File: config.mk
export PLATFORM = sky130hd
export DESIGN_NAME = imu_dead_reckoning_step_top
export DESIGN_NICKNAME = d
export VERILOG_FILES = /design/src/imu_drs_pkg.sv /design/src/imu_dead_reckoning_step_top.sv
export SDC_FILE = /design/constraint.sdc
export NUM_CORES = 2
export LEC_CHECK = 0
export ABC_AREA = 1
export BUFFER_PORTS_ARGS = -buffer_cell sky130_fd_sc_hd__buf_2
export CAP_MARGIN = 20
export CELL_PAD_IN_SITES_DETAIL_PLACEMENT = 1
export CELL_PAD_IN_SITES_GLOBAL_PLACEMENT = 1
export CORE_AREA = 5 5 387 579
export DETAILED_ROUTE_END_ITERATION = 6
export DIE_AREA = 0 0 392 584
export MAX_ROUTING_LAYER = met4
export PLACE_DENSITY_LB_ADDON = 0.1
export SLEW_MARGIN = 20
export SYNTH_ARGS = -nofsm -noshare
export SYNTH_HDL_FRONTEND = slang
export SYNTH_SLANG_ARGS = --single-unit
export TNS_END_PERCENT = 50
File: constraint.sdc
create_clock -name clk_i -period 30 [get_ports clk_i]
set_clock_uncertainty 0.05 [all_clocks]
set_input_delay 9 -clock clk_i [delete_from_list [all_inputs] [get_ports clk_i]]
set_output_delay 9 -clock clk_i [all_outputs]
set_load 0.005 [all_outputs]
File: src/imu_drs_pkg.sv
// Package for the IMU dead-reckoning step: widths, constants, control word and microcode ROM.
// Depends on nothing; used by imu_dead_reckoning_step_top.
package imu_drs_pkg;

  localparam int unsigned AccW  = 64;
  localparam int unsigned MulAW = 36;
  localparam int unsigned MulBW = 16;
  localparam int unsigned ProdW = MulAW + MulBW;
  localparam int unsigned TW    = 33;
  localparam int unsigned XW    = 35;
  localparam int unsigned MkW   = 28;
  localparam int unsigned MkHalf = MkW / 2;
  localparam int unsigned StW   = 48;
  localparam int unsigned ThrW  = 15;
  localparam int unsigned MsW   = 10;
  localparam int unsigned PcW   = 5;
  localparam int unsigned CntW  = 3;

  localparam logic [17:0]      VelK      = 18'd164584;
  localparam logic [ThrW-1:0]  ThrReset  = 15'd41;
  localparam logic [6:0]       DivBase   = 7'd125;
  localparam logic [AccW-1:0]  DivBias   = 64'd500;
  localparam int unsigned      DivPre    = 3;
  localparam logic [CntW-1:0]  DivLast   = 3'd6;
  localparam logic [AccW-1:0]  RndHalf16 = 64'd1 << 15;
  localparam logic [AccW-1:0]  RndHalf28 = 64'd1 << 27;
  localparam logic signed [AccW-1:0] OneG  = 64'sh0000_0100_0000_0000;
  localparam logic signed [AccW-1:0] StMax = 64'sh0000_7FFF_FFFF_FFFF;
  localparam logic signed [AccW-1:0] StMin = -64'sh0000_8000_0000_0000;

  localparam logic [PcW-1:0] PcTLoop = 5'd2;
  localparam logic [PcW-1:0] PcALoop = 5'd5;
  localparam logic [PcW-1:0] PcDiv   = 5'd24;

  typedef enum logic [3:0] {
    MA_T_I, MA_T_J, MA_T_K, MA_A_J, MA_A_K, MA_X, MA_VL, MA_VH, MA_K
  } mul_a_e;

  typedef enum logic [2:0] {
    MB_QW, MB_U_J, MB_U_K, MB_MS, MB_MKL, MB_MKH
  } mul_b_e;

  typedef enum logic [3:0] {
    OP_NOP, OP_LD, OP_ADD, OP_SUB, OP_ACCEL, OP_ABS, OP_ABSDB, OP_RND16, OP_RND28,
    OP_DIVPREP, OP_DIV, OP_SGN, OP_VADD, OP_PADD
  } acc_op_e;

  typedef enum logic [1:0] {SH_0, SH_1, SH_14, SH_24} shift_e;
  typedef enum logic [1:0] {WR_NONE, WR_T, WR_X, WR_MK} wr_e;
  typedef enum logic [1:0] {J_NEXT, J_LOOP, J_DIV, J_DONE} jump_e;

  typedef struct packed {
    mul_a_e           mul_a;
    mul_b_e           mul_b;
    acc_op_e          op;
    shift_e           sh;
    wr_e              wr;
    jump_e            jmp;
    logic [PcW-1:0]   target;
  } ctrl_t;

  function automatic logic [1:0] nxt_axis(input logic [1:0] i);
    return (i == 2'd2) ? 2'd0 : i + 2'd1;
  endfunction

  function automatic logic [1:0] prv_axis(input logic [1:0] i);
    return (i == 2'd0) ? 2'd2 : i - 2'd1;
  endfunction

  function automatic ctrl_t mk_cw(input mul_a_e a, input mul_b_e b, input acc_op_e op,
                                  input shift_e sh, input wr_e wr, input jump_e jmp,
                                  input logic [PcW-1:0] target);
    ctrl_t w;
    w.mul_a  = a;
    w.mul_b  = b;
    w.op     = op;
    w.sh     = sh;
    w.wr     = wr;
    w.jmp    = jmp;
    w.target = target;
    return w;
  endfunction

  // The multiplier product is registered, so an accumulate step consumes the
  // product issued by the step before it.
  function automatic ctrl_t ucode(input logic [PcW-1:0] pc);
    ctrl_t w;
    unique case (pc)
      5'd0:  w = mk_cw(MA_K,   MB_MS,  OP_NOP,     SH_0,  WR_NONE, J_NEXT, '0);
      5'd1:  w = mk_cw(MA_K,   MB_MS,  OP_LD,      SH_0,  WR_MK,   J_NEXT, '0);
      5'd2:  w = mk_cw(MA_A_K, MB_U_J, OP_NOP,     SH_0,  WR_NONE, J_NEXT, '0);
      5'd3:  w = mk_cw(MA_A_J, MB_U_K, OP_LD,      SH_0,  WR_NONE, J_NEXT, '0);
      5'd4:  w = mk_cw(MA_K,   MB_MS,  OP_SUB,     SH_0,  WR_T,    J_LOOP, PcTLoop);
      5'd5:  w = mk_cw(MA_T_I, MB_QW,  OP_NOP,     SH_0,  WR_NONE, J_NEXT, '0);
      5'd6:  w = mk_cw(MA_T_K, MB_U_J, OP_ACCEL,   SH_1,  WR_NONE, J_NEXT, '0);
      5'd7:  w = mk_cw(MA_T_J, MB_U_K, OP_ADD,     SH_1,  WR_NONE, J_NEXT, '0);
      5'd8:  w = mk_cw(MA_K,   MB_MS,  OP_SUB,     SH_1,  WR_NONE, J_NEXT, '0);
      5'd9:  w = mk_cw(MA_K,   MB_MS,  OP_ABSDB,   SH_0,  WR_NONE, J_NEXT, '0);
      5'd10: w = mk_cw(MA_K,   MB_MS,  OP_RND16,   SH_0,  WR_NONE, J_NEXT, '0);
      5'd11: w = mk_cw(MA_K,   MB_MS,  OP_SGN,     SH_0,  WR_X,    J_NEXT, '0);
      5'd12: w = mk_cw(MA_X,   MB_MKL, OP_NOP,     SH_0,  WR_NONE, J_NEXT, '0);
      5'd13: w = mk_cw(MA_X,   MB_MKH, OP_LD,      SH_0,  WR_NONE, J_NEXT, '0);
      5'd14: w = mk_cw(MA_K,   MB_MS,  OP_ADD,     SH_14, WR_NONE, J_NEXT, '0);
      5'd15: w = mk_cw(MA_K,   MB_MS,  OP_ABS,     SH_0,  WR_NONE, J_NEXT, '0);
      5'd16: w = mk_cw(MA_K,   MB_MS,  OP_RND28,   SH_0,  WR_NONE, J_NEXT, '0);
      5'd17: w = mk_cw(MA_K,   MB_MS,  OP_SGN,     SH_0,  WR_NONE, J_NEXT, '0);
      5'd18: w = mk_cw(MA_K,   MB_MS,  OP_VADD,    SH_0,  WR_NONE, J_NEXT, '0);
      5'd19: w = mk_cw(MA_VL,  MB_MS,  OP_NOP,     SH_0,  WR_NONE, J_NEXT, '0);
      5'd20: w = mk_cw(MA_VH,  MB_MS,  OP_LD,      SH_0,  WR_NONE, J_NEXT, '0);
      5'd21: w = mk_cw(MA_K,   MB_MS,  OP_ADD,     SH_24, WR_NONE, J_NEXT, '0);
      5'd22: w = mk_cw(MA_K,   MB_MS,  OP_ABS,     SH_0,  WR_NONE, J_NEXT, '0);
      5'd23: w = mk_cw(MA_K,   MB_MS,  OP_DIVPREP, SH_0,  WR_NONE, J_NEXT, '0);
      5'd24: w = mk_cw(MA_K,   MB_MS,  OP_DIV,     SH_0,  WR_NONE, J_DIV,  PcDiv);
      5'd25: w = mk_cw(MA_K,   MB_MS,  OP_SGN,     SH_0,  WR_NONE, J_NEXT, '0);
      5'd26: w = mk_cw(MA_K,   MB_MS,  OP_PADD,    SH_0,  WR_NONE, J_LOOP, PcALoop);
      default: w = mk_cw(MA_K, MB_MS,  OP_NOP,     SH_0,  WR_NONE, J_DONE, '0);
    endcase
    return w;
  endfunction

endpackage

File: src/imu_dead_reckoning_step_top.sv
// Top level of the IMU dead-reckoning step: microcoded sequencer driving one shared multiplier.
// Depends on imu_drs_pkg for widths, constants and the microcode ROM.
//
// Channel | Signals                                   | Transfer
// input   | in_valid_i, in_stall_o, quat_*, accel_*   | valid high and stall low at clk edge
// output  | out_valid_o, out_stall_i, pos_*, saturated| valid high and stall low at clk edge
// config  | cfg_we_i, cfg_wdata_i                     | write enable high at clk edge
//
// A transaction runs through 2 setup steps, 3 steps per axis for the first cross product, and
// 28 steps per axis for rotation, integration and the divide by 1000, which retires 8 quotient
// bits per cycle. The input stays stalled from acceptance until the result is loaded. The 36x16
// multiplier is shared by every product. A finished result waits in the output register, and
// the sequencer holds in its last step while that register is full and stalled. Reset clears
// velocity, position and the handshakes and sets the threshold to 41.
module imu_dead_reckoning_step_top
  import imu_drs_pkg::*;
(
  input  logic                     clk_i,
  input  logic                     rst_ni,
  input  logic                     cfg_we_i,
  input  logic [ThrW-1:0]          cfg_wdata_i,
  input  logic                     in_valid_i,
  output logic                     in_stall_o,
  input  logic signed [15:0]       quat_w_i,
  input  logic signed [15:0]       quat_x_i,
  input  logic signed [15:0]       quat_y_i,
  input  logic signed [15:0]       quat_z_i,
  input  logic signed [15:0]       accel_x_i,
  input  logic signed [15:0]       accel_y_i,
  input  logic signed [15:0]       accel_z_i,
  input  logic [MsW-1:0]           elapsed_ms_i,
  output logic                     out_valid_o,
  input  logic                     out_stall_i,
  output logic signed [StW-1:0]    pos_x_o,
  output logic signed [StW-1:0]    pos_y_o,
  output logic signed [StW-1:0]    pos_z_o,
  output logic                     saturated_o
);

  logic                    busy_q, busy_d;
  logic [PcW-1:0]          pc_q, pc_d;
  logic [1:0]              axis_q, axis_d, axis_j, axis_k;
  logic [CntW-1:0]         cnt_q, cnt_d;
  logic                    sign_q, sign_d;
  logic                    sat_q;
  logic                    out_valid_q;
  logic                    out_load;
  logic                    accept;
  logic [ThrW-1:0]         thr_q;

  logic signed [15:0]      qw_q;
  logic signed [15:0]      u_q [3];
  logic signed [15:0]      a_q [3];
  logic [MsW-1:0]          ms_q;
  logic signed [TW-1:0]    t_q [3];
  logic signed [XW-1:0]    x_q;
  logic [MkW-1:0]          mk_q;
  logic signed [StW-1:0]   vel_q [3];
  logic signed [StW-1:0]   pos_q [3];
  logic signed [StW-1:0]   pos_out_q [3];
  logic                    sat_out_q;

  logic signed [AccW-1:0]  acc_q, acc_d;
  logic [6:0]              rem_q, rem_d;
  logic signed [ProdW-1:0] prod_q, prod_d;
  logic signed [MulAW-1:0] mul_a;
  logic signed [MulBW-1:0] mul_b;
  logic signed [AccW-1:0]  p_ext, p_sh;
  logic signed [AccW-1:0]  acc_mag;
  logic signed [AccW-1:0]  thr_big;
  logic signed [AccW-1:0]  accel_base;
  logic [AccW-1:0]         rnd16, rnd28, divprep;
  logic [7:0]              qbyte;
  logic signed [StW-1:0]   st_cur, st_new;
  logic signed [AccW-1:0]  st_sum;
  logic                    st_ovf;
  ctrl_t                   cw;

  assign accept     = in_valid_i && !busy_q;
  assign in_stall_o = busy_q;
  assign cw         = ucode(pc_q);
  assign axis_j     = nxt_axis(axis_q);
  assign axis_k     = prv_axis(axis_q);

  always_comb begin
    unique case (cw.mul_a)
      MA_T_I:  mul_a = MulAW'(t_q[axis_q]);
      MA_T_J:  mul_a = MulAW'(t_q[axis_j]);
      MA_T_K:  mul_a = MulAW'(t_q[axis_k]);
      MA_A_J:  mul_a = MulAW'(a_q[axis_j]);
      MA_A_K:  mul_a = MulAW'(a_q[axis_k]);
      MA_X:    mul_a = MulAW'(x_q);
      MA_VL:   mul_a = MulAW'($signed({1'b0, vel_q[axis_q][23:0]}));
      MA_VH:   mul_a = MulAW'($signed(vel_q[axis_q][StW-1:24]));
      MA_K:    mul_a = MulAW'($signed({1'b0, VelK}));
      default: mul_a = '0;
    endcase
  end

  always_comb begin
    unique case (cw.mul_b)
      MB_QW:   mul_b = qw_q;
      MB_U_J:  mul_b = u_q[axis_j];
      MB_U_K:  mul_b = u_q[axis_k];
      MB_MS:   mul_b = MulBW'($signed({1'b0, ms_q}));
      MB_MKL:  mul_b = MulBW'($signed({1'b0, mk_q[MkHalf-1:0]}));
      MB_MKH:  mul_b = MulBW'($signed({1'b0, mk_q[MkW-1:MkHalf]}));
      default: mul_b = '0;
    endcase
  end

  assign prod_d = ProdW'(mul_a) * ProdW'(mul_b);
  assign p_ext  = AccW'(prod_q);

  always_comb begin
    case (cw.sh)
      SH_0:    p_sh = p_ext;
      SH_1:    p_sh = p_ext <<< 1;
      SH_14:   p_sh = p_ext <<< 14;
      SH_24:   p_sh = p_ext <<< 24;
      default: p_sh = p_ext;
    endcase
  end

  assign acc_mag    = acc_q[AccW-1] ? -acc_q : acc_q;
  assign thr_big    = $signed(AccW'({thr_q, 28'd0}));
  assign accel_base = (AccW'(a_q[axis_q]) <<< 28) + ((axis_q == 2'd2) ? OneG : '0);
  assign rnd16      = ($unsigned(acc_q) + RndHalf16) >> 16;
  assign rnd28      = ($unsigned(acc_q) + RndHalf28) >> 28;
  assign divprep    = ($unsigned(acc_q) + DivBias) >> DivPre;

  // Restoring division by 125 over the top byte of the dividend window.
  always_comb begin
    logic [7:0] r2;
    logic [6:0] r;
    r = rem_q;
    qbyte = '0;
    for (int b = 7; b >= 0; b--) begin
      r2 = {r, acc_q[48 + b]};
      if (r2 >= {1'b0, DivBase}) begin
        qbyte[b] = 1'b1;
        r2 = r2 - {1'b0, DivBase};
      end
      r = r2[6:0];
    end
    rem_d = r;
  end

  always_comb begin
    acc_d  = acc_q;
    sign_d = sign_q;
    cnt_d  = cnt_q;
    unique case (cw.op) inside
      OP_NOP, OP_VADD, OP_PADD: ;
      OP_LD:    acc_d = p_sh;
      OP_ADD:   acc_d = acc_q + p_sh;
      OP_SUB:   acc_d = acc_q - p_sh;
      OP_ACCEL: acc_d = accel_base + p_sh;
      OP_ABS: begin
        acc_d  = acc_mag;
        sign_d = acc_q[AccW-1];
      end
      OP_ABSDB: begin
        acc_d  = (acc_mag < thr_big) ? '0 : acc_mag;
        sign_d = acc_q[AccW-1];
      end
      OP_RND16: acc_d = $signed(rnd16);
      OP_RND28: acc_d = $signed(rnd28);
      OP_DIVPREP: begin
        acc_d = $signed(divprep);
        cnt_d = DivLast;
      end
      OP_DIV: begin
        acc_d = $signed({8'd0, acc_q[47:0], qbyte});
        cnt_d = cnt_q - 3'd1;
      end
      OP_SGN:   acc_d = sign_q ? -acc_q : acc_q;
      default: ;
    endcase
  end

  assign st_cur = (cw.op == OP_PADD) ? pos_q[axis_q] : vel_q[axis_q];
  assign st_sum = AccW'(st_cur) + acc_q;

  always_comb begin
    st_ovf = 1'b0;
    st_new = st_sum[StW-1:0];
    if (st_sum > StMax) begin
      st_ovf = 1'b1;
      st_new = StMax[StW-1:0];
    end else if (st_sum < StMin) begin
      st_ovf = 1'b1;
      st_new = StMin[StW-1:0];
    end
  end

  always_comb begin
    pc_d     = pc_q;
    axis_d   = axis_q;
    busy_d   = busy_q;
    out_load = 1'b0;
    if (accept) begin
      pc_d   = '0;
      axis_d = '0;
      busy_d = 1'b1;
    end else if (busy_q) begin
      unique case (cw.jmp)
        J_NEXT: pc_d = pc_q + 5'd1;
        J_LOOP: begin
          if (axis_q == 2'd2) begin
            axis_d = '0;
            pc_d   = pc_q + 5'd1;
          end else begin
            axis_d = axis_q + 2'd1;
            pc_d   = cw.target;
          end
        end
        J_DIV: pc_d = (cnt_q != '0) ? cw.target : pc_q + 5'd1;
        J_DONE: begin
          if (!out_valid_q || !out_stall_i) begin
            out_load = 1'b1;
            busy_d   = 1'b0;
          end
        end
        default: pc_d = pc_q;
      endcase
    end
  end

  always_ff @(posedge clk_i or negedge rst_ni) begin
    if (!rst_ni) begin
      busy_q      <= 1'b0;
      pc_q        <= '0;
      axis_q      <= '0;
      cnt_q       <= '0;
      sat_q       <= 1'b0;
      out_valid_q <= 1'b0;
      thr_q       <= ThrReset;
      for (int i = 0; i < 3; i++) begin
        vel_q[i] <= '0;
        pos_q[i] <= '0;
      end
    end else begin
      busy_q <= busy_d;
      pc_q   <= pc_d;
      axis_q <= axis_d;
      if (cfg_we_i) begin
        thr_q <= cfg_wdata_i;
      end
      if (accept) begin
        sat_q <= 1'b0;
      end else if (busy_q) begin
        cnt_q <= cnt_d;
        if (cw.op == OP_VADD) begin
          vel_q[axis_q] <= st_new;
          sat_q         <= sat_q | st_ovf;
        end
        if (cw.op == OP_PADD) begin
          pos_q[axis_q] <= st_new;
          sat_q         <= sat_q | st_ovf;
        end
      end
      if (out_load) begin
        out_valid_q <= 1'b1;
      end else if (!out_stall_i) begin
        out_valid_q <= 1'b0;
      end
    end
  end

  always_ff @(posedge clk_i) begin
    prod_q <= prod_d;
    if (accept) begin
      qw_q   <= quat_w_i;
      u_q[0] <= quat_x_i;
      u_q[1] <= quat_y_i;
      u_q[2] <= quat_z_i;
      a_q[0] <= accel_x_i;
      a_q[1] <= accel_y_i;
      a_q[2] <= accel_z_i;
      ms_q   <= elapsed_ms_i;
    end
    if (busy_q) begin
      acc_q  <= acc_d;
      sign_q <= sign_d;
      if (cw.op == OP_DIVPREP) begin
        rem_q <= '0;
      end else if (cw.op == OP_DIV) begin
        rem_q <= rem_d;
      end
      unique case (cw.wr)
        WR_NONE: ;
        WR_T:    t_q[axis_q] <= acc_d[TW-1:0];
        WR_X:    x_q <= acc_d[XW-1:0];
        WR_MK:   mk_q <= acc_d[MkW-1:0];
        default: ;
      endcase
    end
    if (out_load) begin
      for (int i = 0; i < 3; i++) begin
        pos_out_q[i] <= pos_q[i];
      end
      sat_out_q <= sat_q;
    end
  end

  assign out_valid_o = out_valid_q;
  assign pos_x_o     = pos_out_q[0];
  assign pos_y_o     = pos_out_q[1];
  assign pos_z_o     = pos_out_q[2];
  assign saturated_o = sat_out_q;

endmodule

Yosys cells after proc, flatten, opt, wreduce, memory -nomap -nowiden
Memories as Yosys holds them, arrays and structs flattened. Cells that the tools add are included.

Output and inout port bits: 147. Register bits after elaboration: 530. Bits in read-only memories: 704. RAM bits: 339. Memories: 5. Logic and storage cells: 206.

Add/subtract/negate cells: 21. Multiplexer cells: 72. $lt $le $gt $ge: 13. Bitwise operators: 3. Eq/ne operators: 38. Multiply operators: 1. Reduce and logical (&&, ||, !) cells: 30.

Memories: (no name shown) (words 32, width 22, rd ports 1, clocked after Yosys merged registers in 0, write ports 0, line imu_drs_pkg.sv:88) `unique case (pc)`; pos_out_q (words 3, width 48, rd ports 3, clocked after Yosys merged registers in 0, write ports 3, line imu_dead_reckoning_step_top.sv:60) `logic signed [StW-1:0] pos_out_q [3];`; t_q (words 3, width 33, rd ports 3, clocked after Yosys merged registers in 0, write ports 1, line imu_dead_reckoning_step_top.sv:55) `logic signed [TW-1:0] t_q [3];`; a_q (words 3, width 16, rd ports 3, clocked after Yosys merged registers in 0, write ports 3, line imu_dead_reckoning_step_top.sv:53) `logic signed [15:0] a_q [3];`; u_q (words 3, width 16, rd ports 2, clocked after Yosys merged registers in 0, write ports 3, line imu_dead_reckoning_step_top.sv:52) `logic signed [15:0] u_q [3];`.

Operators by type and width (number): one-hot mux 64 bit (11 select lines) (1); 2-to-1 mux 48 bit (8); one-hot mux 36 bit (9 select lines) (1); bitwise mux 144 bit (2); one-hot mux 64 bit (4 select lines) (1); binary-select mux 48 bit (select 2 bit) (2); 2-to-1 mux 64 bit (3); demux 48 bit (select 2 bit) (1); one-hot mux 16 bit (6 select lines) (1); adder 45 x 64 -> 64 bit (1); adder 48 x 64 -> 64 bit (1); adder 64 x 16 -> 64 bit (second input constant) (1); adder 64 x 28 -> 64 bit (second input constant) (1); adder 64 bit (1); adder 64 x 9 -> 64 bit (second input constant) (1); greater-or-equal comparator 8 x 7 -> 1 bit (second input constant) (8); > comparator 64 x 48 -> 1 bit (second input constant) (1); less-than comparator 64 x 44 -> 1 bit (1); less-than comparator 64 x 48 -> 1 bit (second input constant) (1); negation 64 bit (1); subtractor 64 bit (1); 2-to-1 mux 7 bit (9); subtractor 7 bit (second input constant) (8); multiplier 36 x 16 -> 52 bit (1); 40 further kinds (121).

Longest topological paths before layout
Depth in word-level cells: 17. Mapped depth: 57. Depth with buffers taken out: 56.

Worst setup path after synthesis
Ideal clock, no wire load.

Kind: input-to-reg. Start point: input port out_stall_i. End point: memory pos_out_q[0][0] (enable). Slack: 14.128 ns. Data arrival time: 15.169 ns. Required time: 29.298 ns. Buffers on the path: 0. Stages: 3. Cells stage by stage: nand2_1 > nand2_1 > nor2_1.

RTL lines: from (decl) (line imu_dead_reckoning_step_top.sv:33) `input logic out_stall_i,`; to (decl) (line imu_dead_reckoning_step_top.sv:60).

Worst setup path after layout
Start point: register axis_q[0]. End point: register prod_q[51].

Word-level cells in the longest chain between the ends: 6. Elaborated cells on any way between the ends: 16.

RTL lines: from (decl) (line imu_dead_reckoning_step_top.sv:42) `logic [1:0] axis_q, axis_d, axis_j, axis_k;`; from (signal assigned) (line imu_dead_reckoning_step_top.sv:246) `axis_q <= axis_d;`; branches (longest 5 deep; another with memory (3 x 16 bit)); multiplier 36 x 16 -> 52 bit (*) (line imu_dead_reckoning_step_top.sv:112) `assign prod_d = ProdW'(mul_a) * ProdW'(mul_b);`; net prod_d[51] (line imu_dead_reckoning_step_top.sv:65) `logic signed [ProdW-1:0] prod_q, prod_d;`; to (signal assigned) (line imu_dead_reckoning_step_top.sv:272) `prod_q <= prod_d;`; to (decl) (line imu_dead_reckoning_step_top.sv:65).

Mark *: on every way through the listed nets, which the timed path passes. The select of a mux whose other input is x is not followed. A chain may end at the register's enable or synchronous reset.

==> impl_metrics.tcl <==
set metrics [dict create \
    nets 10800 \
    antenna_left 0 \
    yosysWarnings 0 \
    synthArstFlopShare 0.364 \
    synth_compound_area_frac 0.167 \
    synth_xor_area_frac 0.0313 \
    synth_mux_area_frac 0 \
    reg2reg_from "axis_q[0]" \
    port_buffers 288 \
    setup_viol 0 \
    synth-edff-count 501 \
    fmax_ghz 0.0766 \
    drt-vias-per-instance 5.59 \
    hold_path.class "flip-flop to flip-flop" \
    grt_antenna_before_repair 11 \
    grt_max_degree 95 \
    timing.final.crit_share 0.435 \
    synthToLayoutAreaGrowth_pct 11.5 \
    tightest_slew_ns 1.23 \
    ys.flop_type "edfxtp_1" \
    crit_type "flip-flop to flip-flop" \
    synth-adder-area-share 0.201 \
    drt-total-wl_mm 362 \
    dpl.hpwl_mm 286 \
    busiest_layer "met2" \
    critPathMaxFanout 54 \
    grt_usage 0.319 \
    cp.arrival_ns 13.60 \
    finalHoldViolCount 0 \
    required_ns 30.54 \
    cts_root_buf "clkbuf_16" \
    ys_seq_area_frac 0.317 \
    route.detailed.drc 0 \
    min_from "pos_q[28]" \
    syn_area_um2 75800 \
    num_vias 71300 \
    yosysUniqueCellTypes 64 \
    htree_levels 3 \
    num_io_pins 289 \
    met3_usage 0.0398 \
    status "finished, final reports clean" \
    wire_per_inst_um 28.4 \
    max_cap_viol_count 0 \
    fin_crit_ns 13.06 \
    synth-simple-area-share 0.188 \
    r2r_slack_ns 16.94 \
    grt_pass1_wl_mm 521 \
    hold_buffers 0 \
    use_met1 0.345 \
    end_kind "flip-flop" \
    cts_made_buffers 94 \
    finalWeightedCongestion 0.998 \
    grt.overflow.total 0 \
    clockBufferDepth 3 \
    crit_path_start "axis_q[0]" \
    rsz0062_at_grt "no" \
    setup-tns-final_ns 0 \
    ys_ff_latch 869 \
    synthCells 9618 \
    grt_pass1_vias 75200 \
    cts-resized-gates 0 \
    relSlewSlack 0.180 \
    die-area_um2 229000 \
    start_util 0.348 \
    firstDrtPassIters 7 \
    core_area_um2 218000 \
    path_clk_slew_ns 0.07 \
    synth.net_count 10700 \
    cts_tree "built" \
    num_rows 210 \
    synth_top_family_by_area "adder cells" \
    start_kind "flip-flop" \
    cp_slowest_cell "clkinv_2" \
    avgSynthCellArea_um2 7.88 \
    slowest_delay_ns 0.72 \
    die_h_um 584 \
    maxSlewViolCount 0 \
    die_w_um 392 \
    gr-usage-met2 0.552 \
    cts.sinks 869 \
    clk-insertion-delay-late_ns 0.78 \
    cts_setup_buffers 0 \
    drive_gt1_frac 0.0820 \
    first_iter_violations 4962 \
]
==> registers in the layout, indices dropped and copies added, names as in the netlist, 2 cells and up <==
name and flops:
a_q 48, acc_q 64, axis_q 2, cnt_q 3, mk_q 28, ms_q 10
pc_q 5, pos_out_q 144, pos_q 144, prod_q 52, qw_q 16, rem_q 7
t_q 99, thr_q 15, u_q 48, vel_q 144, x_q 35
==> placed cells by master (no fill, tap or decap), drive strengths merged, types with 46 or more instances in the layout <==
cell type	Yosys	routed
nand2	2062	2062
nor3	146	146
clkinv	25	62
a211oi	75	75
o2111ai	46	46
a221oi	53	53
inv	1494	1502
dfxtp	52	52
edfxtp	501	501
xor2	205	205
buf	68	497
dfrtp	313	313
clkbuf	351	109
nor2	919	919
a21oi	597	597
a2111oi	49	49
fa	537	537
o22ai	118	118
nand3	254	254
ha	361	361
a31oi	113	113
nand4	49	49
o211ai	70	70
xnor2	65	65
a22oi	73	73
o21ai	781	781
==> routing by layer <==
| metal | vias to the layer above | share of wire |
|---|---|---|
| li1 | 32100 | - |
| met1 | 36000 | 0.37 |
| met2 | 2296 | 0.50 |
| met3 | 914 | 0.047 |
| met4 | 0 | 0.084 |
| met5 | - | 0 |
==> cell families after synthesis <==
| kind of cell | Yosys count |
|---|---|
| simple gates | 3505 |
| flops | 869 |
| buf+inv | 1938 |
| xor+xnor | 270 |
| compound gates | 2138 |
| fa+ha+maj | 898 |
==> final timing paths <==
path,to,depth (start not counted)
worst max-delay path,prod_q[51],41
worst min-delay path,pos_out_q[0][124],0
worst max register to register,prod_q[51],41
worst min register to register,pos_out_q[0][124],0
max in group asynchronous,pos_q[67],3
min in group asynchronous,pos_q[138],1
==> critical path, delay by kind of cell (launching register included) <==
family / cells / cell delay, ns
flip-flops: 1 / 0.67
adder cells (fa/ha/maj): 8 / 3.81
AO/OA/AOI/OAI: 14 / 3.52
AND/OR/NAND/NOR: 8 / 1.41
buffers and inverters: 10 / 3.17
XOR/XNOR: 1 / 0.07
==> synth_stat cells, types with 204 or more instances <==
| cell type | instances | area [µm²] |
|---|---|---|
| fa_1 | 537 | 10800 |
| clkbuf_1 | 351 | 1320 |
| nand3_1 | 247 | 1240 |
| a21oi_1 | 597 | 2990 |
| dfrtp_1 | 313 | 7830 |
| nand2_1 | 2030 | 7620 |
| ha_1 | 361 | 4520 |
| inv_1 | 1473 | 5530 |
| o21ai_0 | 759 | 3800 |
| nor2_1 | 906 | 3400 |
| xor2_1 | 204 | 1790 |
| edfxtp_1 | 501 | 15000 |
==> metrics by stage <==
stage                      util  instances  setup WS [ns]  cell area (µm²)  hold slack, ns
after global routing      0.388      12700          16.21            84500           0.394
after floorplan               -       9618          14.13            75800           0.375
after CTS                 0.388      12700          16.93            84500           0.386
after detailed placement  0.372      12600          16.99            81100           0.383
final                     0.388      12700          16.94            84600           0.387
after global placement    0.372      12600          17.16            81100           0.384
==> area by class of cell <==
type / count / area (µm²)
fill: 26400 / 134000
multi-input combinational: 6811 / 44800
sequential: 869 / 24000
inverter: 1519 / 5710
tap: 2862 / 3580
timing repair buffer: 498 / 3040
clock buffer: 108 / 2480
clock inverter: 70 / 946
antenna: 11 / 27.5
Power is not shown: default switching activity piles up to over one toggle a cycle in this logic, so the estimate is an artifact.
